--- src/rtl/cbf_pkg.sv ---
// Shared constants, codes and control/status types for the circular byte FIFO.
package cbf_pkg;

  localparam int DEPTH   = 1024;
  localparam int MAX_POP = 64;
  localparam int IDX_W   = $clog2(DEPTH);
  localparam int CNT_W   = $clog2(DEPTH + 1);
  localparam int POP_W   = $clog2(MAX_POP + 1);
  localparam int BYTE_W  = 8;
  localparam int STAT_W  = 2;

  localparam logic [STAT_W-1:0] STAT_OK       = 2'd0;
  localparam logic [STAT_W-1:0] STAT_NO_SPACE = 2'd1;
  localparam logic [STAT_W-1:0] STAT_EMPTY    = 2'd2;

  localparam logic CMD_PUSH = 1'b0;
  localparam logic CMD_POP  = 1'b1;

  typedef enum logic {
    ST_IDLE = 1'b0,
    ST_POP  = 1'b1
  } state_t;

  // controller -> datapath
  typedef struct packed {
    logic push_go;  // accepted push item
    logic pop_go;   // accepted pop request
    logic rd_go;    // read one byte and emit it
    logic rd_last;  // this read ends the run
    logic cfg_wr;   // size register transfer
  } dp_cmd_t;

  // datapath -> controller
  typedef struct packed {
    logic [POP_W-1:0] pop_cnt;  // bytes the pending pop will return
  } dp_stat_t;

endpackage

--- src/rtl/cbf_ctrl.sv ---
// Controller: accepts items and sequences the byte reads of a pop run.
module cbf_ctrl import cbf_pkg::*; (
  input  logic      clk,
  input  logic      rst_n,
  input  logic      start,
  input  logic      in_cmd,
  input  logic      cfg_valid,
  output logic      cfg_ready,
  output logic      busy,
  input  dp_stat_t  stat,
  output dp_cmd_t   cmd
);

  state_t           state_r, state_nxt;
  logic [POP_W-1:0] rem_r, rem_nxt;

  always_ff @(posedge clk) begin
    if (!rst_n) begin
      state_r <= ST_IDLE;
      rem_r   <= '0;
    end else begin
      state_r <= state_nxt;
      rem_r   <= rem_nxt;
    end
  end

  always_comb begin
    state_nxt   = state_r;
    rem_nxt     = rem_r;
    cmd         = '0;
    busy        = 1'b0;
    cfg_ready   = 1'b0;
    case (state_r)
      ST_IDLE: begin
        // an item on start takes the cycle; the size write waits
        cfg_ready  = !start;
        cmd.cfg_wr = cfg_valid && !start;
        if (start) begin
          if (in_cmd == CMD_POP) begin
            cmd.pop_go = 1'b1;
            if (stat.pop_cnt != '0) begin
              rem_nxt   = stat.pop_cnt;
              state_nxt = ST_POP;
            end
          end else begin
            cmd.push_go = 1'b1;
          end
        end
      end
      ST_POP: begin
        busy        = 1'b1;
        cmd.rd_go   = 1'b1;
        cmd.rd_last = (rem_r == POP_W'(1));
        rem_nxt     = rem_r - POP_W'(1);
        if (rem_r == POP_W'(1)) begin
          state_nxt = ST_IDLE;
        end
      end
      default: begin
        state_nxt = ST_IDLE;
      end
    endcase
  end

  a_busy_in_pop: assert property (@(posedge clk) disable iff (!rst_n)
    busy |-> (rem_r != '0))
    else $error("pop run with no bytes left");

  a_last_ends_run: assert property (@(posedge clk) disable iff (!rst_n)
    cmd.rd_last |=> (state_r == ST_IDLE))
    else $error("pop run did not end on last byte");

  a_no_cfg_while_busy: assert property (@(posedge clk) disable iff (!rst_n)
    busy |-> !cmd.cfg_wr)
    else $error("size write during pop run");

endmodule

--- config.mk ---
export PLATFORM = sky130hd
export DESIGN_NAME = cbf_ctrl
export DESIGN_NICKNAME = d
export VERILOG_FILES = /design/src/rtl/cbf_pkg.sv /design/src/rtl/cbf_ctrl.sv
export SDC_FILE = /design/constraint.sdc
export NUM_CORES = 1
export LEC_CHECK = 0
export ABC_AREA = 1
export ABC_CLOCK_PERIOD_IN_PS = 1500
export BUFFER_PORTS_ARGS = -buffer_cell sky130_fd_sc_hd__buf_4
export CORE_UTILIZATION = 45
export DETAILED_ROUTE_END_ITERATION = 10
export GPL_TIMING_DRIVEN = 0
export PLACE_DENSITY_LB_ADDON = 0.3
export SLEW_MARGIN = 40
export SYNTH_ARGS = -nofsm -noshare
export SYNTH_HDL_FRONTEND = slang
export SYNTH_SLANG_ARGS = --single-unit
--- constraint.sdc ---
create_clock -name clk -period 1.5 [get_ports clk]
set_input_delay 0.3 -clock clk [delete_from_list [all_inputs] [get_ports clk]]
set_output_delay 0.3 -clock clk [all_outputs]
set_load 0.02 [all_outputs]
### Word-level counts from Yosys, hierarchy flattened

Cells that the tools add are included.

* add/sub/neg operators: 1
* bitwise logic cells: 1
* eq/ne operators: 4
* reductions and logical operators: 4
* mux-type cells: 17

Operator list (count)
* $mux W7: 3
* $pmux W7 S2: 1
* $mux W1: 9
* $eq A7 B1 Y1 const B: 1
* $reduce_bool A7 Y1: 1
* $sub A7 B1 Y7 const B: 1
* $mux W2: 3
* $ne A2 B2 Y1 const B: 3
* $reduce_and A3 Y1: 1
* $pmux W1 S2: 1
* $logic_and A1 B1 Y1: 1
* $logic_not A1 Y1: 1
* $not A1 Y1: 1

* logic and storage cells: 29
* register bits after elaboration: 8
* output and inout bits: 7
* bits of input ports: 12

### Logic depth before layout (Yosys ltp)

Gate-level depths: netlist of run 1.

* depth after elaboration: 5
* gate-level depth with buffers: 9

### Worst setup path after synthesis of run 1

OpenSTA, ideal clock, no wires.

* path kind: reg-to-output
* from: register state_r
* to: output cmd[1] (netlist bit)
* required time: 1200 ps
* cell stages (with the launch flop): 5
* slack: -20 ps
* arrival time: 1220 ps
* cells stage by stage: dfxtp_1 -> buf_2 -> inv_4 -> buf_4 -> nor2_1

RTL lines
* start, declared: line cbf_ctrl.sv:14 `state_t state_r, state_nxt;`
* start signal, assigned: line cbf_ctrl.sv:22 `state_r <= state_nxt;`
* end, declared: line cbf_ctrl.sv:11 `output dp_cmd_t cmd`

==> flow_summary.ini, run 1 <==
[outcome]
status = completed

[routing]
drt_iter0_markers = 30
drc = 0
postRouteWirelength_um = 1670
ant_nets = 0
drtPass1Iterations = 4
viasPerCell = 5.38
num_vias = 780
wl_per_cell_um = 11.5

[floorplanning]
rows = 12
die_w_um = 38.7
start_util_pct = 51.2
core_um2 = 1190
dieArea_um2 = 1500
io_pins = 19
die_h_um = 38.7

[synthesis]
syn_inst = 102
synthMuxAreaShare_pct = 0
synth_top_family_by_area = simple AND/OR/NAND/NOR gates
synth-async-reset-ratio_pct = 0
synth_fa_ha_area_share_pct = 4.12
avgSynthCellArea_um2 = 5.95
synthFlopType = dfxtp_1
syn_area_um2 = 607
synth-edff-count = 0
ys_ff_latch = 8
synthesis.nets = 116
synth_seq_area_share_pct = 26.4
yosys_warnings = 0
synthXorXnorAreaFrac_pct = 0
synth_compound_area_share_pct = 9.28
synth_cell_types = 18
yosys.area_share.simple_pct = 49.1

[cts]
cts_buffers = 3
cts_max_level = 1
clk_latency_ps = 250
clk_pin_slew_worst_paths_ps = 50
clock-root-buffer = clkbuf_4
clock_path_buffers = 2
ctsHoldBuffers = 0
tritoncts = built
numClockSinks = 8

[power]
ir_drop_v = 0.000534
leakage_nw = 0.460
power.density_nw_per_um2 = 784

[layout]
fillCellCount = 97
diodes = 0
nets = 147
final_core_util_pct = 76.3
area_delta_synth_final_pct = 49.1
drive_gt1_share_pct = 36.6
stdcell_area_um2 = 905

[timing]
fmax_ghz = 0.669
fin_skew_ps = 5.26
slew_headroom_pct = 82.2
worstMarginPinSlew_ps = 266
fin_crit_sh_pct = 99.7
drv_slew = 0
setup_ws_ps = 5.20
rsz0062_at_grt = yes
post-route-min-period_ps = 1490
hold_viol = 0
finalSetupViolCount = 0

[grt]
first_global_vias = 626
grt_pass1_wl_um = 2560
antenna_found_initial = 0
grt_max_degree = 18
track_usage_pct = 25.5
overflow = 0

[worst_setup_path]
worstPathRequired_ps = 1200
cpMaxStageDelayCell = dfxtp_2
path_class = register to output port
startpoint_type = register
slowest_delay_ps = 320
worst-path-max-fanout = 3
path_cells = inv_2 > ha_4 > nand4_1 > nor2_2 > buf_6
worstPathArrival_ps = 1190
worst_setup_path_end_kind = output port
rrSetupSlack_ps = 150

[run]
drv_cap = 0

[place]
dp_hpwl_um = 1090
gp_congestion = 0.812
dp_worst_setup_slack_ps = 102
placed_area_um2 = 762
io_buffers = 18

[hold_path]
worstHoldPathType = input port to register
[cell type report]
cell class / count / area (um2) / area share (%)
inverter: 12 / 52.6 / 5.81
multi-input combinational: 79 / 414 / 45.8
timing repair buffer: 27 / 210 / 23.2
tap: 14 / 17.5 / 1.94
clock buffer: 3 / 22.5 / 2.49
buffer: 2 / 18.8 / 2.07
sequential: 8 / 169 / 18.7
[worst max-delay path: cells and delay by family (launching register included)]
kind | cells | cell delay [ps]
buf+inv | 2 | 210
fa+ha+maj | 1 | 130
simple gates | 2 | 270
flops | 1 | 320
[per-layer routing]
| layer | up-vias | part of all wire (%) | GRT usage [%] |
|---|---|---|---|
| met4 | 0 | 1.5 | 5.17 |
| li1 | 387 | - | - |
| met3 | 6 | 5.5 | 10.4 |
| met1 | 357 | 42 | 30.3 |
| met5 | - | 0 | 0 |
| met2 | 30 | 50 | 42.5 |
[power breakdown]
part / switching, W / internal, W / total, W / leakage, nW
registers: 0.0000240 / 0.000234 / 0.000258 / 0.0680
clock network: 0.0000686 / 0.0000912 / 0.000160 / 0.0138
logic: 0.000154 / 0.000138 / 0.000292 / 0.378
[Yosys cell counts, types with 2 or more instances]
| library cell | instances | area share [%] |
|---|---|---|
| a21oi_1 | 5 | 4.1 |
| dfxtp_1 | 8 | 26 |
| nor2_1 | 12 | 7.4 |
| nand3_1 | 14 | 12 |
| ha_1 | 2 | 4.1 |
| nor2_2 | 2 | 2.1 |
| nand2_1 | 33 | 20 |
| o21ai_0 | 3 | 2.5 |
| nand4_1 | 4 | 4.1 |
| buf_4 | 2 | 2.5 |
| inv_1 | 10 | 6.2 |
[layout by cell type (no fill, tap or decap), types with 4 or more instances in the layout]
| cell type | instances |
|---|---|
| nand2_1 | 33 |
| dfxtp_2 | 4 |
| nand4_1 | 4 |
| inv_1 | 9 |
| a21oi_1 | 5 |
| nand3_1 | 14 |
| buf_4 | 26 |
| nor2_1 | 9 |
[cell families after synthesis]
kind of cell             after synthesis
flip-flops                             8
AND/OR/NAND/NOR                       68
AO/OA/AOI/OAI                          9
adder cells (fa/ha/maj)                2
buffers and inverters                 15
[sequential cells by signal (all words and copies together) (netlist names)]
name and count:
rem_r 7, state_r 1
[what timing repair did]
action,4_1_cts,5_1_grt
pin swaps,0,5
setup endpoints to repair,2,3
setup buffers,2,7
gates resized for setup,7,13
[stage by stage]
stage,power (W),setup TNS [ps],hold slack (ps),instances
finish,0.000710,0,267,145
global route,0.000759,-66.5,273,145
CTS,0.000665,-4.06,260,138
detailed placement,0.000488,0,501,134
global placement,0.000483,0,498,134
floorplan,0.000414,0,398,102
[final timing paths]
path,startpoint,end,depth (start not counted)
worst min register to register,rem_r[1],rem_r[1],2
worst min-delay path,rst_n,rem_r[6],3
worst max register to register,rem_r[0],rem_r[2],8
worst max-delay path,rem_r[1],cmd[1],5
No activity file was read; power rests on OpenSTA's default activity.
==> run 2, diff against run 1 <==
--- a/config.mk
+++ b/config.mk
@@ -6,7 +6,7 @@
 export NUM_CORES = 1
 export LEC_CHECK = 0
 export ABC_AREA = 1
-export ABC_CLOCK_PERIOD_IN_PS = 1500
+export ABC_CLOCK_PERIOD_IN_PS = 1400
 export BUFFER_PORTS_ARGS = -buffer_cell sky130_fd_sc_hd__buf_4
 export CORE_UTILIZATION = 45
 export DETAILED_ROUTE_END_ITERATION = 10
==> constraint.sdc (replaced) <==
create_clock -name clk -period 1.4 [get_ports clk]
set_input_delay 0.28 -clock clk [delete_from_list [all_inputs] [get_ports clk]]
set_output_delay 0.28 -clock clk [all_outputs]
set_load 0.02 [all_outputs]
==> run 2 against run 1 <==
Effect of this change: register-to-register slack worse by 20 ps; hold slack worse by 16 ps; largest power group unchanged; non-clock buffer count unchanged; clock power up 6%; cell count unchanged; largest cell class unchanged; worst setup slack worse by 2.5 ps; count of clock-buffer cells in the layout unchanged.
==> flow_summary.ini, run 2 (synthesized netlist as in run 1, its figures left out) <==
[outcome]
status = completed

[place]
dp_hpwl_um = 1090
placed_area_um2 = 762
io_buffers = 18
dp_worst_setup_slack_ps = 21.6
gp_congestion = 0.812

[timing]
rsz0062_at_grt = yes
fin_skew_ps = 3.33
setup-tns-final_ps = 0
drv_slew = 0
fmax_ghz = 0.716
fin_crit_sh_pct = 99.8
post-route-min-period_ps = 1400
finalSetupViolCount = 0
hold_viol = 0
setup_ws_ps = 2.74
worstMarginPinSlew_ps = 271
slew_headroom_pct = 81.9

[grt]
overflow = 0
first_global_vias = 692
grt_max_degree = 18
antenna_found_initial = 0
track_usage_pct = 29.2
grt_pass1_wl_um = 2920

[floorplanning]
dieArea_um2 = 1500
die_h_um = 38.7
core_um2 = 1190
start_util_pct = 51.2
die_w_um = 38.7
io_pins = 19
rows = 12

[routing]
wl_per_cell_um = 12.1
drc = 0
drtPass1Iterations = 4
num_vias = 746
ant_nets = 0
drt_iter0_markers = 27
viasPerCell = 5.14
postRouteWirelength_um = 1760

[worst_setup_path]
worstPathRequired_ps = 1120
path_class = register to output port
worst_setup_path_end_kind = output port
worst-path-max-fanout = 2
startpoint_type = register
worstPathArrival_ps = 1120
r2r.worst_path.cells = 8

[power]
power.density_nw_per_um2 = 832
switching_share_pct = 35.2
leakage_nw = 0.459
ir_drop_v = 0.000566
clockPowerShare_pct = 22.7
seqPwrFrac_pct = 37.2
intPower_w = 0.000486
p_sw_w = 0.000264
combPwrFrac_pct = 40.1

[layout]
diodes = 0
nets = 147
stdcell_area_um2 = 902
final_common_cell = nand2_1
reg_top3 = rem_r: 7 flops, state_r: 1 flops
layout_common_cells = 33 x nand2_1, 26 x buf_4, 14 x nand3_1, 9 x inv_1, 9 x nor2_1
area_delta_synth_final_pct = 48.7
drive_gt1_share_pct = 37.4
regMostFlops = rem_r
largest_reg_flops = 7

[run]
drv_cap = 0

[cts]
cts_buffers = 3
cts_max_level = 1
numClockSinks = 8
clk_pin_slew_worst_paths_ps = 50
clock_path_buffers = 2
clock-root-buffer = clkbuf_4
clk_latency_ps = 250
tritoncts = built

[hold_path]
worstHoldPathType = input port to register
holdPathStages = 3
-- run 2: worst paths after layout --
| check | start | end | slack (ps) |
|---|---|---|---|
| setup reg to reg | rem_r[0] | rem_r[2] | 130 |
| setup / recovery | rem_r[1] | cmd[1] | 3 |
| hold reg to reg | rem_r[2] | rem_r[2] | 540 |
| hold / removal | rst_n | rem_r[5] | 250 |
-- run 2: repair_timing --
action                                  CTS  global route
setup buffers                            10             0
hold endpoints to repair                  0             0
hold buffers                              0             0
pin swaps                                 5             2
endpoints found under the setup margin    4             6
gates resized for setup                  13             9
-- run 2: cell type report --
cell class | count | area [um2]
Multi-Input combinational cell | 79 | 412
Timing Repair Buffer | 28 | 221
Fill cell | 94 | 284
Clock buffer | 3 | 22.5
Inverter | 12 | 52.6
Tap cell | 14 | 17.5
Sequential cell | 8 | 169
Buffer | 1 | 7.51
-- run 2: power by group through the flow --
stage	registers (W)	logic [W]	clock network, W
CTS	0.000272	0.000293	0.000178
global route	0.000282	0.000338	0.000190
global placement	0.000272	0.000246	0
finish	0.000279	0.000301	0.000170
detailed placement	0.000272	0.000251	0
floorplan	0.000270	0.000173	0
-- run 2: layer usage --
layer | global-route usage, % | part of all wire [%] | vias up
met5 | 0 | 0 | -
met4 | 5.17 | 0.28 | 0
met3 | 10.4 | 5.9 | 2
met2 | 51.2 | 52 | 21
met1 | 33.8 | 42 | 336
li1 | - | - | 387
-- run 2: worst max-delay path, cell delays in order (launching register included) --
cell,delay (ps)
dfxtp_2,320
inv_2,70
ha_4,110
nand4_1,100
nor2_2,140
buf_6,130
-- run 2: stage by stage --
stage,utilization (%),std cells,hold WS (ps),power [W]
floorplan,-,102,378,0.000444
global placement,64.2,134,492,0.000518
global route,76.1,145,253,0.000809
CTS,74.9,146,240,0.000743
detailed placement,64.2,134,501,0.000523
finish,76.1,145,251,0.000750
